## src/rtl/core/icmc_pkg.sv

```systemverilog
`default_nettype none

package icmc_pkg;

   // one input request
   typedef struct packed {
      logic signed [11:0] temperature_sample;
      logic [9:0]         humidity_sample;
   } req_type;

   // one result
   typedef struct packed {
      logic [2:0]         mode;
      logic               fan_on;
      logic               light_on;
      logic               emergency_on;
      logic signed [11:0] avg_temperature;
      logic [15:0]        temp_err_above;
      logic [15:0]        temp_err_below;
      logic [1:0]         temp_direction;
      logic [15:0]        hum_err_above;
      logic [15:0]        hum_err_below;
      logic [1:0]         hum_direction;
   } rsp_type;

   typedef enum logic [2:0] {
      MODE_IDLE      = 3'd0,
      MODE_COOL      = 3'd1,
      MODE_WARM      = 3'd2,
      MODE_FAST_COOL = 3'd3,
      MODE_FAST_WARM = 3'd4,
      MODE_UNKNOWN   = 3'd5
   } mode_type;

   typedef enum logic [1:0] {
      DIR_BELOW = 2'd0,
      DIR_ABOVE = 2'd1,
      DIR_EQUAL = 2'd2
   } dir_type;

   typedef enum logic [3:0] {
      CSR_TEMP_NOMINAL = 4'd0,
      CSR_TEMP_MAX     = 4'd1,
      CSR_TEMP_MIN     = 4'd2,
      CSR_TEMP_GAIN    = 4'd3,
      CSR_HUM_NOMINAL  = 4'd4,
      CSR_HUM_MAX      = 4'd5,
      CSR_HUM_MIN      = 4'd6,
      CSR_HUM_GAIN     = 4'd7
   } csr_index_type;

   typedef enum logic [2:0] {
      ST_IDLE     = 3'd0,
      ST_LAUNCH   = 3'd1,
      ST_MUL_WAIT = 3'd2,
      ST_DIV_WAIT = 3'd3,
      ST_RESP     = 3'd4
   } state_type;

   // evaluation jobs, run in this order
   typedef enum logic [2:0] {
      JOB_TEMP_AVG = 3'd0,
      JOB_HUM_AVG  = 3'd1,
      JOB_T_ABOVE  = 3'd2,
      JOB_T_BELOW  = 3'd3,
      JOB_H_ABOVE  = 3'd4,
      JOB_H_BELOW  = 3'd5
   } job_type;

   localparam logic signed [11:0] TEMP_NOMINAL_RST = 12'sd375;
   localparam logic signed [11:0] TEMP_MAX_RST     = 12'sd385;
   localparam logic signed [11:0] TEMP_MIN_RST     = 12'sd365;
   localparam logic [15:0]        GAIN_RST         = 16'd256;
   localparam logic [9:0]         HUM_NOMINAL_RST  = 10'd550;
   localparam logic [9:0]         HUM_MAX_RST      = 10'd650;
   localparam logic [9:0]         HUM_MIN_RST      = 10'd450;

   localparam logic [15:0] ERR_SAT = 16'hFFFF;

   // serial multiplier: (distance * 100) by gain, one gain bit per cycle
   localparam int MUL_A_W   = 19;
   localparam int MUL_B_W   = 16;
   localparam int PROD_W    = MUL_A_W + MUL_B_W;
   localparam int MUL_CNT_W = $clog2(MUL_B_W);

   // serial divider: one quotient bit per cycle
   localparam int DIV_STEPS = 16;
   localparam int DIV_REM_W = 20;
   localparam int DIV_CNT_W = $clog2(DIV_STEPS);

endpackage

`default_nettype wire

```

## src/rtl/core/icmc_mul.sv

```systemverilog
`default_nettype none

module icmc_mul (
   input  logic                               clock,
   input  logic                               reset,
   input  logic                               start,
   input  logic [icmc_pkg::MUL_A_W-1:0]       mcand,
   input  logic [icmc_pkg::MUL_B_W-1:0]       mplier,
   output logic                               done,
   output logic [icmc_pkg::PROD_W-1:0]        product
);

   logic                               busy_ff, busy_in;
   logic                               done_ff, done_in;
   logic [icmc_pkg::MUL_CNT_W-1:0]     cnt_ff, cnt_in;
   logic [icmc_pkg::PROD_W-1:0]        acc_ff, acc_in;
   logic [icmc_pkg::PROD_W-1:0]        mcand_ff, mcand_in;
   logic [icmc_pkg::MUL_B_W-1:0]       mplier_ff, mplier_in;

   // shift-add, multiplier bits lsb first
   always_comb begin
      busy_in   = busy_ff;
      done_in   = 1'b0;
      cnt_in    = cnt_ff;
      acc_in    = acc_ff;
      mcand_in  = mcand_ff;
      mplier_in = mplier_ff;
      if (start) begin
         busy_in   = 1'b1;
         cnt_in    = icmc_pkg::MUL_CNT_W'(icmc_pkg::MUL_B_W - 1);
         acc_in    = '0;
         mcand_in  = icmc_pkg::PROD_W'(mcand);
         mplier_in = mplier;
      end else if (busy_ff) begin
         if (mplier_ff[0]) begin
            acc_in = acc_ff + mcand_ff;
         end
         mcand_in  = {mcand_ff[icmc_pkg::PROD_W-2:0], 1'b0};
         mplier_in = {1'b0, mplier_ff[icmc_pkg::MUL_B_W-1:1]};
         if (cnt_ff == '0) begin
            busy_in = 1'b0;
            done_in = 1'b1;
         end else begin
            cnt_in = cnt_ff - 1'b1;
         end
      end
   end

   always_ff @(posedge clock) begin
      if (reset) begin
         busy_ff <= 1'b0;
         done_ff <= 1'b0;
         cnt_ff  <= '0;
      end else begin
         busy_ff <= busy_in;
         done_ff <= done_in;
         cnt_ff  <= cnt_in;
      end
   end

   always_ff @(posedge clock) begin
      acc_ff    <= acc_in;
      mcand_ff  <= mcand_in;
      mplier_ff <= mplier_in;
   end

   assign done    = done_ff;
   assign product = acc_ff;

endmodule

`default_nettype wire

```

## src/rtl/core/icmc_div.sv

```systemverilog
`default_nettype none

module icmc_div (
   input  logic                               clock,
   input  logic                               reset,
   input  logic                               start,
   input  logic [icmc_pkg::DIV_REM_W-1:0]     num_hi,
   input  logic [icmc_pkg::DIV_STEPS-1:0]     num_lo,
   input  logic [icmc_pkg::DIV_REM_W-1:0]     den,
   output logic                               done,
   output logic [icmc_pkg::DIV_STEPS-1:0]     quot
);

   // num_hi must be below den so the quotient fits DIV_STEPS bits

   logic                               busy_ff, busy_in;
   logic                               done_ff, done_in;
   logic [icmc_pkg::DIV_CNT_W-1:0]     cnt_ff, cnt_in;
   logic [icmc_pkg::DIV_REM_W-1:0]     rem_ff, rem_in;
   logic [icmc_pkg::DIV_STEPS-1:0]     lo_ff, lo_in;
   logic [icmc_pkg::DIV_REM_W-1:0]     den_ff, den_in;
   logic [icmc_pkg::DIV_STEPS-1:0]     quot_ff, quot_in;
   logic [icmc_pkg::DIV_REM_W:0]       trial;
   logic [icmc_pkg::DIV_REM_W:0]       diff;
   logic                               fits;

   assign trial = {rem_ff, lo_ff[icmc_pkg::DIV_STEPS-1]};
   assign diff  = trial - {1'b0, den_ff};
   assign fits  = (trial >= {1'b0, den_ff});

   // restoring division, one bit per cycle
   always_comb begin
      busy_in = busy_ff;
      done_in = 1'b0;
      cnt_in  = cnt_ff;
      rem_in  = rem_ff;
      lo_in   = lo_ff;
      den_in  = den_ff;
      quot_in = quot_ff;
      if (start) begin
         busy_in = 1'b1;
         cnt_in  = icmc_pkg::DIV_CNT_W'(icmc_pkg::DIV_STEPS - 1);
         rem_in  = num_hi;
         lo_in   = num_lo;
         den_in  = den;
         quot_in = '0;
      end else if (busy_ff) begin
         rem_in  = fits ? diff[icmc_pkg::DIV_REM_W-1:0] : trial[icmc_pkg::DIV_REM_W-1:0];
         lo_in   = {lo_ff[icmc_pkg::DIV_STEPS-2:0], 1'b0};
         quot_in = {quot_ff[icmc_pkg::DIV_STEPS-2:0], fits};
         if (cnt_ff == '0) begin
            busy_in = 1'b0;
            done_in = 1'b1;
         end else begin
            cnt_in = cnt_ff - 1'b1;
         end
      end
   end

   always_ff @(posedge clock) begin
      if (reset) begin
         busy_ff <= 1'b0;
         done_ff <= 1'b0;
         cnt_ff  <= '0;
      end else begin
         busy_ff <= busy_in;
         done_ff <= done_in;
         cnt_ff  <= cnt_in;
      end
   end

   always_ff @(posedge clock) begin
      rem_ff  <= rem_in;
      lo_ff   <= lo_in;
      den_ff  <= den_in;
      quot_ff <= quot_in;
   end

   assign done = done_ff;
   assign quot = quot_ff;

endmodule

`default_nettype wire

```

## src/rtl/core/incubator_climate_mode_controller_unit.sv

```systemverilog
// incubator climate mode controller
// req channel (valid/ready) carries one temperature and one humidity sample per
// request; rsp channel (valid/ready) returns exactly one result per request, in
// order, holding the current mode, drives, average temperature and errors.
// csr port: write-only, csr_index 0..7 selects a setting, other indexes ignored;
// write only while no request is in flight.
// the first SAMPLES_PER_AVERAGE requests after a clear are summed and answered
// through the ST_RESP state; no new request is taken until that result is posted.
// the next request is an evaluating one: its samples are dropped, both averages
// come from the serial divider, then four percent errors each take a serial
// multiply and a serial divide; the divide is skipped when the quotient would
// saturate, and both are skipped (error saturated) when the span is zero.
// reset restores the default settings, clears sums and averages, mode idle,
// errors zero, directions equal, and empties the result register.
// a stalled receiver holds the result register; one more request may be taken
// and worked on meanwhile, its result waits until the register frees up.
`default_nettype none

module incubator_climate_mode_controller_unit #(
   parameter int SAMPLES_PER_AVERAGE = 10
) (
   input  logic                  clock,
   input  logic                  reset,
   // request channel
   input  logic                  req_valid,
   output logic                  req_ready,
   input  icmc_pkg::req_type     req_data,
   // result channel
   output logic                  rsp_valid,
   input  logic                  rsp_ready,
   output icmc_pkg::rsp_type     rsp_data,
   // settings
   input  logic                  csr_we,
   input  logic [3:0]            csr_index,
   input  logic [15:0]           csr_wdata
);

   localparam logic [3:0]                       AVG_COUNT = 4'(SAMPLES_PER_AVERAGE);
   localparam logic [icmc_pkg::DIV_REM_W-1:0]   AVG_DEN   =
      icmc_pkg::DIV_REM_W'(SAMPLES_PER_AVERAGE);

   // settings registers
   logic signed [11:0] temp_nominal_ff, temp_max_ff, temp_min_ff;
   logic [15:0]        temp_gain_ff, hum_gain_ff;
   logic [9:0]         hum_nominal_ff, hum_max_ff, hum_min_ff;

   // control and held state
   icmc_pkg::state_type state_ff, state_in;
   icmc_pkg::job_type   job_ff, job_in;
   logic [3:0]          count_ff, count_in;
   logic [14:0]         temp_sum_ff, temp_sum_in;
   logic [13:0]         hum_sum_ff, hum_sum_in;
   logic signed [11:0]  avg_temp_ff, avg_temp_in;
   logic [9:0]          avg_hum_ff, avg_hum_in;
   icmc_pkg::mode_type  mode_ff, mode_in;
   logic [15:0]         err_ff [4];
   logic [15:0]         err_in [4];
   icmc_pkg::dir_type   dir_t_ff, dir_t_in;
   icmc_pkg::dir_type   dir_h_ff, dir_h_in;
   logic                rsp_valid_ff, rsp_valid_in;
   icmc_pkg::rsp_type   rsp_data_ff, rsp_data_in;

   // arithmetic unit hookups
   logic                                  mul_start, mul_done;
   logic [icmc_pkg::PROD_W-1:0]           mul_product;
   logic                                  div_start, div_done;
   logic [icmc_pkg::DIV_REM_W-1:0]        div_num_hi, div_den;
   logic [icmc_pkg::DIV_STEPS-1:0]        div_num_lo, div_quot;

   // operand selection for the error jobs
   logic signed [12:0]  op_avg, op_nom, op_lim, dist_diff, span_diff;
   logic [11:0]         dist_mag, span;
   logic [15:0]         op_gain;
   logic [icmc_pkg::MUL_A_W-1:0] dist19, dist_x100;
   logic [icmc_pkg::DIV_REM_W-1:0] err_den;
   logic                err_over;
   logic [1:0]          err_sel;
   logic                job_is_temp;

   // average dividends
   logic [14:0]         temp_mag;
   logic [icmc_pkg::DIV_STEPS-1:0] avg_num_lo;

   // evaluation results
   icmc_pkg::mode_type  next_mode;
   icmc_pkg::dir_type   next_dir_t, next_dir_h;
   logic                advance;

   assign job_is_temp = (job_ff == icmc_pkg::JOB_T_ABOVE) ||
                        (job_ff == icmc_pkg::JOB_T_BELOW);
   assign err_sel     = 2'(job_ff - icmc_pkg::JOB_T_ABOVE);

   always_comb begin
      if (job_is_temp) begin
         op_avg  = {avg_temp_ff[11], avg_temp_ff};
         op_nom  = {temp_nominal_ff[11], temp_nominal_ff};
         op_gain = temp_gain_ff;
      end else begin
         op_avg  = {3'b000, avg_hum_ff};
         op_nom  = {3'b000, hum_nominal_ff};
         op_gain = hum_gain_ff;
      end
      case (job_ff)
         icmc_pkg::JOB_T_ABOVE: op_lim = {temp_max_ff[11], temp_max_ff};
         icmc_pkg::JOB_T_BELOW: op_lim = {temp_min_ff[11], temp_min_ff};
         icmc_pkg::JOB_H_ABOVE: op_lim = {3'b000, hum_max_ff};
         icmc_pkg::JOB_H_BELOW: op_lim = {3'b000, hum_min_ff};
         default:               op_lim = op_nom;
      endcase
   end

   // distance and span magnitudes fit 12 bits for 12-bit signed operands
   assign dist_diff = op_avg - op_nom;
   assign span_diff = op_lim - op_nom;
   assign dist_mag  = dist_diff[12] ? 12'(-dist_diff) : dist_diff[11:0];
   assign span      = span_diff[12] ? 12'(-span_diff) : span_diff[11:0];

   // distance times 100 as 64 + 32 + 4
   assign dist19    = icmc_pkg::MUL_A_W'(dist_mag);
   assign dist_x100 = (dist19 << 6) + (dist19 << 5) + (dist19 << 2);

   // err = floor(gain * dist * 100 / (span * 256)); span * 256 is the divisor
   assign err_den  = {span, 8'h00};
   // quotient beyond 16 bits when the top product bits reach the divisor
   assign err_over = ({1'b0, mul_product[icmc_pkg::PROD_W-1:icmc_pkg::DIV_STEPS]} >= err_den);

   // sums are divided by magnitude, sign put back afterward (truncation toward zero)
   assign temp_mag   = temp_sum_ff[14] ? (~temp_sum_ff + 15'd1) : temp_sum_ff;
   assign avg_num_lo = (job_ff == icmc_pkg::JOB_TEMP_AVG) ?
                       icmc_pkg::DIV_STEPS'(temp_mag) : icmc_pkg::DIV_STEPS'(hum_sum_ff);

   // mode priority: below min, above max, cool band, warm band, idle
   always_comb begin
      if (avg_temp_ff < temp_min_ff) begin
         next_mode = icmc_pkg::MODE_FAST_WARM;
      end else if (avg_temp_ff > temp_max_ff) begin
         next_mode = icmc_pkg::MODE_FAST_COOL;
      end else if ((avg_temp_ff == temp_max_ff) || (avg_temp_ff > temp_nominal_ff)) begin
         next_mode = icmc_pkg::MODE_COOL;
      end else if ((avg_temp_ff == temp_min_ff) || (avg_temp_ff < temp_nominal_ff)) begin
         next_mode = icmc_pkg::MODE_WARM;
      end else begin
         next_mode = icmc_pkg::MODE_IDLE;
      end

      if (avg_temp_ff < temp_nominal_ff) begin
         next_dir_t = icmc_pkg::DIR_BELOW;
      end else if (avg_temp_ff > temp_nominal_ff) begin
         next_dir_t = icmc_pkg::DIR_ABOVE;
      end else begin
         next_dir_t = icmc_pkg::DIR_EQUAL;
      end

      if (avg_hum_ff < hum_nominal_ff) begin
         next_dir_h = icmc_pkg::DIR_BELOW;
      end else if (avg_hum_ff > hum_nominal_ff) begin
         next_dir_h = icmc_pkg::DIR_ABOVE;
      end else begin
         next_dir_h = icmc_pkg::DIR_EQUAL;
      end
   end

   // sequencer: accumulate, or run the six evaluation jobs, then post the result
   always_comb begin
      state_in     = state_ff;
      job_in       = job_ff;
      count_in     = count_ff;
      temp_sum_in  = temp_sum_ff;
      hum_sum_in   = hum_sum_ff;
      avg_temp_in  = avg_temp_ff;
      avg_hum_in   = avg_hum_ff;
      mode_in      = mode_ff;
      err_in       = err_ff;
      dir_t_in     = dir_t_ff;
      dir_h_in     = dir_h_ff;
      rsp_valid_in = rsp_valid_ff;
      rsp_data_in  = rsp_data_ff;
      req_ready    = 1'b0;
      mul_start    = 1'b0;
      div_start    = 1'b0;
      div_num_hi   = '0;
      div_num_lo   = avg_num_lo;
      div_den      = AVG_DEN;
      advance      = 1'b0;

      // result taken
      if (rsp_valid_ff && rsp_ready) begin
         rsp_valid_in = 1'b0;
      end

      case (state_ff)
         icmc_pkg::ST_IDLE: begin
            req_ready = 1'b1;
            if (req_valid) begin
               if (count_ff < AVG_COUNT) begin
                  // accumulate, temperature sign-extended into the 15-bit sum
                  temp_sum_in = temp_sum_ff + {{3{req_data.temperature_sample[11]}},
                                               req_data.temperature_sample};
                  hum_sum_in  = hum_sum_ff + {4'b0000, req_data.humidity_sample};
                  count_in    = count_ff + 4'd1;
                  state_in    = icmc_pkg::ST_RESP;
               end else begin
                  // evaluating request: its samples are dropped
                  job_in   = icmc_pkg::JOB_TEMP_AVG;
                  state_in = icmc_pkg::ST_LAUNCH;
               end
            end
         end

         icmc_pkg::ST_LAUNCH: begin
            if ((job_ff == icmc_pkg::JOB_TEMP_AVG) || (job_ff == icmc_pkg::JOB_HUM_AVG)) begin
               div_start = 1'b1;
               state_in  = icmc_pkg::ST_DIV_WAIT;
            end else begin
               // both averages are settled by the first error job
               if (job_ff == icmc_pkg::JOB_T_ABOVE) begin
                  mode_in  = next_mode;
                  dir_t_in = next_dir_t;
                  dir_h_in = next_dir_h;
               end
               if (span == 12'd0) begin
                  // zero span saturates, even at zero distance
                  err_in[err_sel] = icmc_pkg::ERR_SAT;
                  advance         = 1'b1;
               end else begin
                  mul_start = 1'b1;
                  state_in  = icmc_pkg::ST_MUL_WAIT;
               end
            end
         end

         icmc_pkg::ST_MUL_WAIT: begin
            if (mul_done) begin
               if (err_over) begin
                  err_in[err_sel] = icmc_pkg::ERR_SAT;
                  advance         = 1'b1;
               end else begin
                  div_start  = 1'b1;
                  div_num_hi = icmc_pkg::DIV_REM_W'(
                     mul_product[icmc_pkg::PROD_W-1:icmc_pkg::DIV_STEPS]);
                  div_num_lo = mul_product[icmc_pkg::DIV_STEPS-1:0];
                  div_den    = err_den;
                  state_in   = icmc_pkg::ST_DIV_WAIT;
               end
            end
         end

         icmc_pkg::ST_DIV_WAIT: begin
            if (div_done) begin
               advance = 1'b1;
               case (job_ff)
                  icmc_pkg::JOB_TEMP_AVG: begin
                     avg_temp_in = temp_sum_ff[14] ? 12'(~div_quot + 16'd1) : div_quot[11:0];
                  end
                  icmc_pkg::JOB_HUM_AVG: begin
                     avg_hum_in = div_quot[9:0];
                  end
                  default: begin
                     err_in[err_sel] = div_quot;
                  end
               endcase
            end
         end

         icmc_pkg::ST_RESP: begin
            if (!rsp_valid_ff || rsp_ready) begin
               rsp_valid_in                = 1'b1;
               rsp_data_in.mode            = mode_ff;
               rsp_data_in.fan_on          = (mode_ff == icmc_pkg::MODE_COOL) ||
                                             (mode_ff == icmc_pkg::MODE_FAST_COOL);
               rsp_data_in.light_on        = (mode_ff == icmc_pkg::MODE_WARM) ||
                                             (mode_ff == icmc_pkg::MODE_FAST_WARM);
               rsp_data_in.emergency_on    = (mode_ff == icmc_pkg::MODE_FAST_COOL) ||
                                             (mode_ff == icmc_pkg::MODE_FAST_WARM);
               rsp_data_in.avg_temperature = avg_temp_ff;
               rsp_data_in.temp_err_above  = err_ff[0];
               rsp_data_in.temp_err_below  = err_ff[1];
               rsp_data_in.temp_direction  = dir_t_ff;
               rsp_data_in.hum_err_above   = err_ff[2];
               rsp_data_in.hum_err_below   = err_ff[3];
               rsp_data_in.hum_direction   = dir_h_ff;
               state_in                    = icmc_pkg::ST_IDLE;
            end
         end

         default: begin
            state_in = icmc_pkg::ST_IDLE;
         end
      endcase

      // next job, or clear the sums after the last one
      if (advance) begin
         if (job_ff == icmc_pkg::JOB_H_BELOW) begin
            temp_sum_in = '0;
            hum_sum_in  = '0;
            count_in    = '0;
            state_in    = icmc_pkg::ST_RESP;
         end else begin
            job_in   = icmc_pkg::job_type'(job_ff + 3'd1);
            state_in = icmc_pkg::ST_LAUNCH;
         end
      end
   end

   // settings writes; unknown indexes fall through
   always_ff @(posedge clock) begin
      if (reset) begin
         temp_nominal_ff <= icmc_pkg::TEMP_NOMINAL_RST;
         temp_max_ff     <= icmc_pkg::TEMP_MAX_RST;
         temp_min_ff     <= icmc_pkg::TEMP_MIN_RST;
         temp_gain_ff    <= icmc_pkg::GAIN_RST;
         hum_nominal_ff  <= icmc_pkg::HUM_NOMINAL_RST;
         hum_max_ff      <= icmc_pkg::HUM_MAX_RST;
         hum_min_ff      <= icmc_pkg::HUM_MIN_RST;
         hum_gain_ff     <= icmc_pkg::GAIN_RST;
      end else if (csr_we) begin
         case (csr_index)
            icmc_pkg::CSR_TEMP_NOMINAL: temp_nominal_ff <= csr_wdata[11:0];
            icmc_pkg::CSR_TEMP_MAX:     temp_max_ff     <= csr_wdata[11:0];
            icmc_pkg::CSR_TEMP_MIN:     temp_min_ff     <= csr_wdata[11:0];
            icmc_pkg::CSR_TEMP_GAIN:    temp_gain_ff    <= csr_wdata;
            icmc_pkg::CSR_HUM_NOMINAL:  hum_nominal_ff  <= csr_wdata[9:0];
            icmc_pkg::CSR_HUM_MAX:      hum_max_ff      <= csr_wdata[9:0];
            icmc_pkg::CSR_HUM_MIN:      hum_min_ff      <= csr_wdata[9:0];
            icmc_pkg::CSR_HUM_GAIN:     hum_gain_ff     <= csr_wdata;
            default: begin
            end
         endcase
      end
   end

   // control and held state
   always_ff @(posedge clock) begin
      if (reset) begin
         state_ff     <= icmc_pkg::ST_IDLE;
         job_ff       <= icmc_pkg::JOB_TEMP_AVG;
         count_ff     <= '0;
         temp_sum_ff  <= '0;
         hum_sum_ff   <= '0;
         avg_temp_ff  <= '0;
         avg_hum_ff   <= '0;
         mode_ff      <= icmc_pkg::MODE_IDLE;
         err_ff       <= '{default: '0};
         dir_t_ff     <= icmc_pkg::DIR_EQUAL;
         dir_h_ff     <= icmc_pkg::DIR_EQUAL;
         rsp_valid_ff <= 1'b0;
      end else begin
         state_ff     <= state_in;
         job_ff       <= job_in;
         count_ff     <= count_in;
         temp_sum_ff  <= temp_sum_in;
         hum_sum_ff   <= hum_sum_in;
         avg_temp_ff  <= avg_temp_in;
         avg_hum_ff   <= avg_hum_in;
         mode_ff      <= mode_in;
         err_ff       <= err_in;
         dir_t_ff     <= dir_t_in;
         dir_h_ff     <= dir_h_in;
         rsp_valid_ff <= rsp_valid_in;
      end
   end

   // result register payload
   always_ff @(posedge clock) begin
      rsp_data_ff <= rsp_data_in;
   end

   icmc_mul u_mul (
      .clock   (clock),
      .reset   (reset),
      .start   (mul_start),
      .mcand   (dist_x100),
      .mplier  (op_gain),
      .done    (mul_done),
      .product (mul_product)
   );

   icmc_div u_div (
      .clock  (clock),
      .reset  (reset),
      .start  (div_start),
      .num_hi (div_num_hi),
      .num_lo (div_num_lo),
      .den    (div_den),
      .done   (div_done),
      .quot   (div_quot)
   );

   assign rsp_valid = rsp_valid_ff;
   assign rsp_data  = rsp_data_ff;

endmodule

`default_nettype wire

```

## config.mk

```make
export PLATFORM = sky130hd
export DESIGN_NAME = incubator_climate_mode_controller_unit
export DESIGN_NICKNAME = d
export VERILOG_FILES = /design/src/rtl/core/icmc_pkg.sv /design/src/rtl/core/icmc_mul.sv /design/src/rtl/core/icmc_div.sv /design/src/rtl/core/incubator_climate_mode_controller_unit.sv
export SDC_FILE = /design/constraint.sdc
export NUM_CORES = 1
export LEC_CHECK = 0
export BUFFER_PORTS_ARGS = -buffer_cell sky130_fd_sc_hd__buf_2
export CAP_MARGIN = 20
export CORE_MARGIN = 5
export CORE_UTILIZATION = 47
export DETAILED_ROUTE_END_ITERATION = 16
export GPL_ROUTABILITY_DRIVEN = 0
export HOLD_SLACK_MARGIN = 0.08
export PLACE_DENSITY_LB_ADDON = 0.25
export RECOVER_POWER = 50
export SYNTH_ARGS = -nofsm -noshare
export SYNTH_HDL_FRONTEND = slang
export SYNTH_HIERARCHICAL = 1
export SYNTH_SLANG_ARGS = --single-unit
```

## constraint.sdc

```tcl
create_clock -name clock -period 7.4 [get_ports clock]
set_clock_uncertainty 0.15 [all_clocks]
set_input_delay 1.48 -clock clock [delete_from_list [all_inputs] [get_ports clock]]
set_output_delay 1.48 -clock clock [all_outputs]
set_load 0.02 [all_outputs]
```

# Word-level counts from Yosys, hierarchy flattened
# Cells that the tools add are included.
dict set report word_totals {
  out_inout_bits 88
  reg_bits 487
  wordCells 268
  in_bits 47
}
dict set report classes {
  add_sub_neg 17
  reduce_logical 42
  mux 104
  eq_ne 36
  magnitude_cmp 11
  n_bitwise 9
}
# operator n
set op_table {}
lappend op_table {{$mux 64} 6}
lappend op_table {{$pmux 64 s3} 1}
lappend op_table {{$mux 16} 9}
lappend op_table {{$mux 15} 7}
lappend op_table {{$mux 19} 5}
lappend op_table {{$mux 14} 5}
lappend op_table {{$bwmux 64} 1}
lappend op_table {{$or 64x64->64} 1}
lappend op_table {{$mux 20} 3}
lappend op_table {{$pmux 13 s4} 1}
lappend op_table {{$mux 4} 12}
lappend op_table {{$mux 3} 15}
lappend op_table {{$mux 12} 3}
lappend op_table {{$add 35x35->35} 1}
lappend op_table {{$demux 16 s2} 1}
lappend op_table {{$mux 13} 2}
lappend op_table {{$reduce_and 2->1} 13}
lappend op_table {{$sub 13x13->13} 2}
lappend op_table {{$eq 12x12->1} 2}
lappend op_table {{$gt 12x12->1} 2}
lappend op_table {{$lt 12x12->1} 2}
lappend op_table {{$neg 12->12} 2}
lappend op_table {{$mux 1} 23}
lappend op_table {{$ge 21x20->1} 1}
lappend op_table {{other kinds (49)} 99}

# Logic depth before layout (Yosys ltp)
dict set report logic_depth {
  depth_word 13
  depth_mapped 38
}

# Cells and area by module
# The synthesis kept the hierarchy.
# module cells_each n_inst area_per_inst_um2
set by_module_without_submodules {}
lappend by_module_without_submodules {incubator_climate_mode_controller_unit 1969 1 17872.1}
lappend by_module_without_submodules {icmc_mul 576 1 5378.9}
lappend by_module_without_submodules {icmc_div 396 1 4277.9}

# Least setup slack after synthesis
# Ideal clock, no wire load.
dict set report synth_path {
  kind {register to register}
  startpoint {register job_ff[0]}
  endpoint {register u_div/lo_ff[0] (netlist bit), enable pin}
  arrival_ns 7.540
  slack_ns -0.667
  n_path_buf 5
  synth_period_minus_slack_ns 8.067
  setup_ns 0.377
  required_ns 6.873
  path_stages_with_launch 30
  cell_sequence {dfxtp_1 inv_1 ha_1 nor2b_1 nor2_1 clkbuf_1 clkbuf_1 mux2i_1 ha_1 or3_1 a21o_1 o211a_1 or2_2 o21ai_0 ha_1 nor2b_1 o21a_1 nor3_1 a21oi_1 a2111oi_0 o21bai_1 maj3_2 a21o_1 a21oi_1 inv_1 clkbuf_1 o21ai_0 clkbuf_1 clkbuf_1 or2_2}
}
dict set report synth_between {
  elab_chain_len 12
  word_cells_on_any_way 19
  cone_classes {add/sub: 2; order compare: 1; eq/ne: 5; mux: 7; reduce/logical: 4}
}
# element line
set synth_lines {}
lappend synth_lines {{from (decl)} incubator_climate_mode_controller_unit.sv:49} ;# icmc_pkg::job_type job_ff, job_in;
lappend synth_lines {{from (signal assigned)} incubator_climate_mode_controller_unit.sv:336} ;# job_ff <= icmc_pkg::JOB_TEMP_AVG;
lappend synth_lines {{from (signal assigned)} incubator_climate_mode_controller_unit.sv:349} ;# job_ff <= job_in;
lappend synth_lines {{$eq 3x2->1 (on tied branches)} {incubator_climate_mode_controller_unit.sv:89, incubator_climate_mode_controller_unit.sv:103, incubator_climate_mode_controller_unit.sv:90}}
lappend synth_lines {{$logic_or 1x1->1} incubator_climate_mode_controller_unit.sv:89} ;# assign job_is_temp = (job_ff == icmc_pkg::JOB_T_ABOVE) ||
lappend synth_lines {{$mux 13} incubator_climate_mode_controller_unit.sv:94} ;# if (job_is_temp) begin
lappend synth_lines {{$pmux 13 s4} incubator_climate_mode_controller_unit.sv:103} ;# case (job_ff)
lappend synth_lines {{$sub 13x13->13} incubator_climate_mode_controller_unit.sv:114} ;# assign span_diff = op_lim - op_nom;
lappend synth_lines {{$neg 12->12} incubator_climate_mode_controller_unit.sv:116} ;# assign span = span_diff[12] ? 12'(-span_diff) : span_diff[11:0];
lappend synth_lines {{$mux 12} incubator_climate_mode_controller_unit.sv:116}
lappend synth_lines {{$ge 19x20->1} incubator_climate_mode_controller_unit.sv:125} ;# assign err_over = ({1'b0, mul_product[icmc_pkg::PROD_W-1:icmc_pkg::DIV_STEPS]} >= err_den);
lappend synth_lines {{$mux 1} incubator_climate_mode_controller_unit.sv:234} ;# if (err_over) begin
lappend synth_lines {{$mux 1} incubator_climate_mode_controller_unit.sv:233} ;# if (mul_done) begin
lappend synth_lines {{$pmux 1 s2 (*)} incubator_climate_mode_controller_unit.sv:191} ;# case (state_ff)
lappend synth_lines {{net div_start} incubator_climate_mode_controller_unit.sv:66} ;# logic div_start, div_done;
lappend synth_lines {{$reduce_bool 2->1 (no source line) (*)} -}
lappend synth_lines {{to (signal assigned)} icmc_div.sv:74} ;# lo_ff <= lo_in;
lappend synth_lines {{to (decl)} icmc_div.sv:20} ;# logic [icmc_pkg::DIV_STEPS-1:0] lo_ff, lo_in;
# Mark *: on every way through the listed nets, which the timed path passes. The rest lies on a longest branch.
# A chain may end at the register's enable or synchronous reset.

# Worst setup path after layout
dict set report layout_path {
  startpoint {register job_ff[0]}
  endpoint {register u_mul/mcand_ff[18] (netlist bit), data pin}
}
dict set report layout_between {
  word_cells_on_any_way 24
  cone_classes {add/sub: 6; eq/ne: 5; mux: 9; reduce/logical: 4}
}
# element line
set layout_lines {}
lappend layout_lines {{$eq 3x2->1 (on tied branches)} {incubator_climate_mode_controller_unit.sv:89, incubator_climate_mode_controller_unit.sv:90}}
lappend layout_lines {{$logic_or 1x1->1 (*)} incubator_climate_mode_controller_unit.sv:89}
lappend layout_lines {{$mux 13} incubator_climate_mode_controller_unit.sv:94}
lappend layout_lines {{$sub 13x13->13 (*)} incubator_climate_mode_controller_unit.sv:113} ;# assign dist_diff = op_avg - op_nom;
lappend layout_lines {{$neg 12->12} incubator_climate_mode_controller_unit.sv:115} ;# assign dist_mag = dist_diff[12] ? 12'(-dist_diff) : dist_diff[11:0];
lappend layout_lines {{$mux 12 (*)} incubator_climate_mode_controller_unit.sv:115}
lappend layout_lines {{$add 18x17->19} incubator_climate_mode_controller_unit.sv:120} ;# assign dist_x100 = (dist19 << 6) + (dist19 << 5) + (dist19 << 2);
lappend layout_lines {{$add 19x14->19 (*)} incubator_climate_mode_controller_unit.sv:120}
lappend layout_lines {{net dist_x100 (one bit)} incubator_climate_mode_controller_unit.sv:74} ;# logic [icmc_pkg::MUL_A_W-1:0] dist19, dist_x100;
lappend layout_lines {{$mux 19 (*)} icmc_mul.sv:28} ;# if (start) begin
lappend layout_lines {{net u_mul.mcand_in (one bit)} icmc_mul.sv:17} ;# logic [icmc_pkg::PROD_W-1:0] mcand_ff, mcand_in;
lappend layout_lines {{to (signal assigned)} icmc_mul.sv:63} ;# mcand_ff <= mcand_in;
lappend layout_lines {{to (decl)} icmc_mul.sv:17}
# Marks and branches as above.

==> metrics.csv <==
stage;metric;value;unit
setup_path;Critical Path Source;job_ff[0];
sta;Fmax;140;MHz
route;top layer in use;met4;
logic_synthesis;Post-Syn Area per Cell;9.36;µm²
setup_path;critical path required time;7.60;ns
cells_and_area;non-filler cells, final;3845;
logic_synthesis;sequential share of the synthesized area;41.9;%
route;total number of vias;21700;
logic_synthesis;Main synth FF type;dfxtp_1;
clock_network;Reg clk slew, reported paths;0.06;ns
setup_path;Crit path top cell by count;inv_1;
route;Routed Wire Length;69400;µm
route;DRT antenna net count;0;
route;DRT iter0 DRCs;1638;
sta;Slew @ Worst Pin;3.49;ns
sta;Max Slew Vio Count;184;
sta;Final Cycle Share;96.9;%
setup_path;Worst Setup End Kind;register;
cells_and_area;Syn-to-layout area delta;11.5;%
setup_path;CP Data Arrival Time;7.37;ns
setup_path;slowest stage delay, CP;0.53;ns
logic_synthesis;post-synthesis cell count;2941;
logic_synthesis;Syn. warnings;6;
global_routing;largest net degree at the start of global routing;67;
cells_and_area;layout cells sized above 1;10.0;%
logic_synthesis;post-synthesis cell area;27500;µm²
route;met2 WL;32400;µm
clock_network;CTS H-tree lvls;2;
global_routing;first-pass GRT wire length;111000;µm
die;die width;252;µm
die;die height;252;µm
sta;final-report hold violation count;0;
setup_path;Startpoint Class;register;
global_routing;GRT Resource Usage Total;20.9;%
clock_network;CTS max path bufs;3;
global_routing;initial antenna violation count;0;
setup_path;reg2reg start;job_ff[0];
global_routing;vias in the first global route;21400;
clock_network;Root Buffer;clkbuf_16;
global_routing;remaining global-route overflow;0;
route;Pre-antenna DRT Iters;6;
die;full die area;63500;µm²
status;status;finished, violations left;
setup_path;crit path max-delay cell type;fa_1;
status;failing checks;capacitance limit, slew limit;
placed_design;Detail Placement HPWL;50800;µm
power;maximum vdd drop;0.000215;V
setup_path;FF-to-FF path depth;38;
sta;relative slew slack;-133;%
logic_synthesis;Distinct cells, synth;95;
route;number of remaining DRC errors;0;
min_path;Min-Delay Path Depth;0;
route;via density per instance;5.64;
cells_and_area;Layout Utilization;53.1;%
route;DR WL/cell;18.1;µm
route;Met3 Wirelength;3950;µm
cells_and_area;Ant. Diodes;0;
job;max cap viols;3;
setup_path;kind of critical path;reg2reg;
logic_synthesis;Synth Register Bits;487;
clock_network;TritonCTS Sinks;487;
min_path;HP Start;err_ff[9];
die;num rows;88;
clock_network;CTS Buf Count;51;
sta;hold_ws;0.277;ns
placed_design;Port-buffer cells;134;
setup_path;crit-path max FO;7;
sta;Final min period;7.17;ns
logic_synthesis;Post-synth EDFFs;177;
route;met1 wire length;30900;µm
sta;final setup TNS;0;ns
die;# IOs;135;
die;Initial Utilization;47.6;%
logic_synthesis;Post-synth ARST share;0;%
clock_network;Clk Latency, worst-skew pair;0.60;ns
power;PD cells;284;nW/µm²
die;core area;57800;µm²
sta;Finish-stage setup viols;0;
cells_and_area;nets@finish;3285;
power;Leak;12.8;nW
min_path;hold crit path type;reg2reg;
clock_network;CTS tree;built;
placed_design;placed insts;3740;
[kinds of logic after synthesis]
| group | synth area share, % |
|---|---|
| AOI/OAI and AO/OA | 14.7 |
| xor gates and xnor gates | 4.36 |
| adders and majority gates | 9.59 |
| buffers and inverters | 4.49 |
| DFF | 41.9 |
| muxes | 9.87 |
| other | 0.0136 |
| and+or+nand+nor | 15.1 |
[synth_stat cells, types with 8 or more instances]
cell        n  area share, %
a211oi_1   27           0.74
a21boi_0   10           0.27
a21o_1     54            1.5
a21oi_1   241            4.4
a22oi_1    11           0.30
a31oi_1    17           0.39
and2_1     31           0.70
and3_1     20           0.45
buf_1      16           0.22
clkbuf_1  118            1.6
dfxtp_1   310             23
edfxtp_1  177             19
fa_1       15            1.1
ha_1      186            8.5
inv_1     156            2.1
mux2_2     91            3.7
mux2i_1   168            6.1
nand2_1   388            5.3
nand2b_1   20           0.45
nand3_1    45           0.82
nand4_1    27           0.61
nor2_1    244            3.3
nor2b_1    30           0.68
nor3_1     34           0.62
nor4_1      8           0.18
o211ai_1   27           0.74
o21a_1     16           0.44
o21ai_0    94            1.7
o21ai_1    24           0.44
o21bai_1   19           0.52
o31ai_1    11           0.30
or3_1      25           0.57
xnor2_1    82            2.6
xor2_1     55            1.7
[layer usage]
layer,track usage [%],vias to the layer above
met4,6.81,0
met2,35.6,652
li1,-,10600
met1,27.7,10300
met3,3.01,151
met5,0,-
[cells in the final DEF, fill, tap and decap left out, types with 27 or more instances in the layout]
master       n
a211oi_1    27
a21o_1      54
a21oi_1    237
and2_1      31
buf_2       46
buf_4       40
clkbuf_1   105
clkbuf_16   54
dfxtp_1    310
edfxtp_1   177
ha_1       186
inv_1      156
mux2_2      91
mux2i_1    168
nand2_1    388
nand3_1     45
nand4_1     27
nor2_1     242
nor2b_1     29
nor3_1      34
o211ai_1    27
o21ai_0     91
xnor2_1     81
xor2_1      53
[metrics by stage]
step | setup WS [ns] | area, µm² | total power [mW]
after global routing | -0.214 | 30700 | 9.18
after CTS | 0.0453 | 30700 | 8.76
after floorplan | 0.113 | 27600 | 5.43
after detailed placement | -0.0620 | 28900 | 6.09
final | 0.233 | 30700 | 8.71
after global placement | 0.165 | 28900 | 5.99
[report_power, final]
group / switching (mW) / total (mW) / internal [mW]
combinational: 1.60 / 2.57 / 0.970
sequential: 0.218 / 3.47 / 3.26
clock: 1.09 / 2.66 / 1.57
total: 2.91 / 8.71 / 5.80
[state kept, by name, indices dropped and copies added (netlist names), 10 cells and up]
register,count
rsp_data,86
err_ff,64
u_mul/mcand_ff,35
u_mul/product,35
u_div/den_ff,20
u_div/rem_ff,20
hum_gain_ff,16
temp_gain_ff,16
u_div/lo_ff,16
u_div/quot,16
u_mul/mplier_ff,16
temp_sum_ff,15
hum_sum_ff,14
avg_temp_ff,12
temp_max_ff,12
temp_min_ff,12
temp_nominal_ff,12
avg_hum_ff,10
hum_max_ff,10
hum_min_ff,10
hum_nominal_ff,10
[worst max-delay path: cells and delay by family, from the launching register on]
| family | cells | cell delay [ns] |
|---|---|---|
| compound gates | 17 | 2.54 |
| fa+ha+maj | 6 | 1.77 |
| simple gates | 6 | 0.83 |
| buf+inv | 6 | 0.61 |
| mux | 2 | 0.47 |
| flops | 1 | 0.39 |
| xor+xnor | 1 | 0.14 |
[timing repair]
| action | 4_1_cts | 5_1_grt |
|---|---|---|
| endpoints found under the hold margin | 0 | 0 |
| pin swaps | 0 | 5 |
| buffers inserted | 0 | 8 |
| endpoints found under the setup margin | 1 | 80 |
| cloned | 0 | 1 |
| hold buffers | 0 | 0 |
| gates resized for setup | 1 | 18 |
[worst paths after layout]
path,end,slack [ns]
setup / recovery,u_mul/mcand_ff[18],0.23
hold / removal,rsp_data[11],0.28
setup reg to reg,u_mul/mcand_ff[18],0.23
hold reg to reg,rsp_data[11],0.28
[final cells by class]
cell class | instances | area, µm²
inverters | 159 | 598
fillers | 5209 | 27100
multi-input cells | 2155 | 14900
clock inverters | 26 | 315
clock buffers | 70 | 1460
well taps | 765 | 957
repair buffers | 183 | 928
flip-flops and latches | 487 | 11500
(Power assumes the default switching activity.)
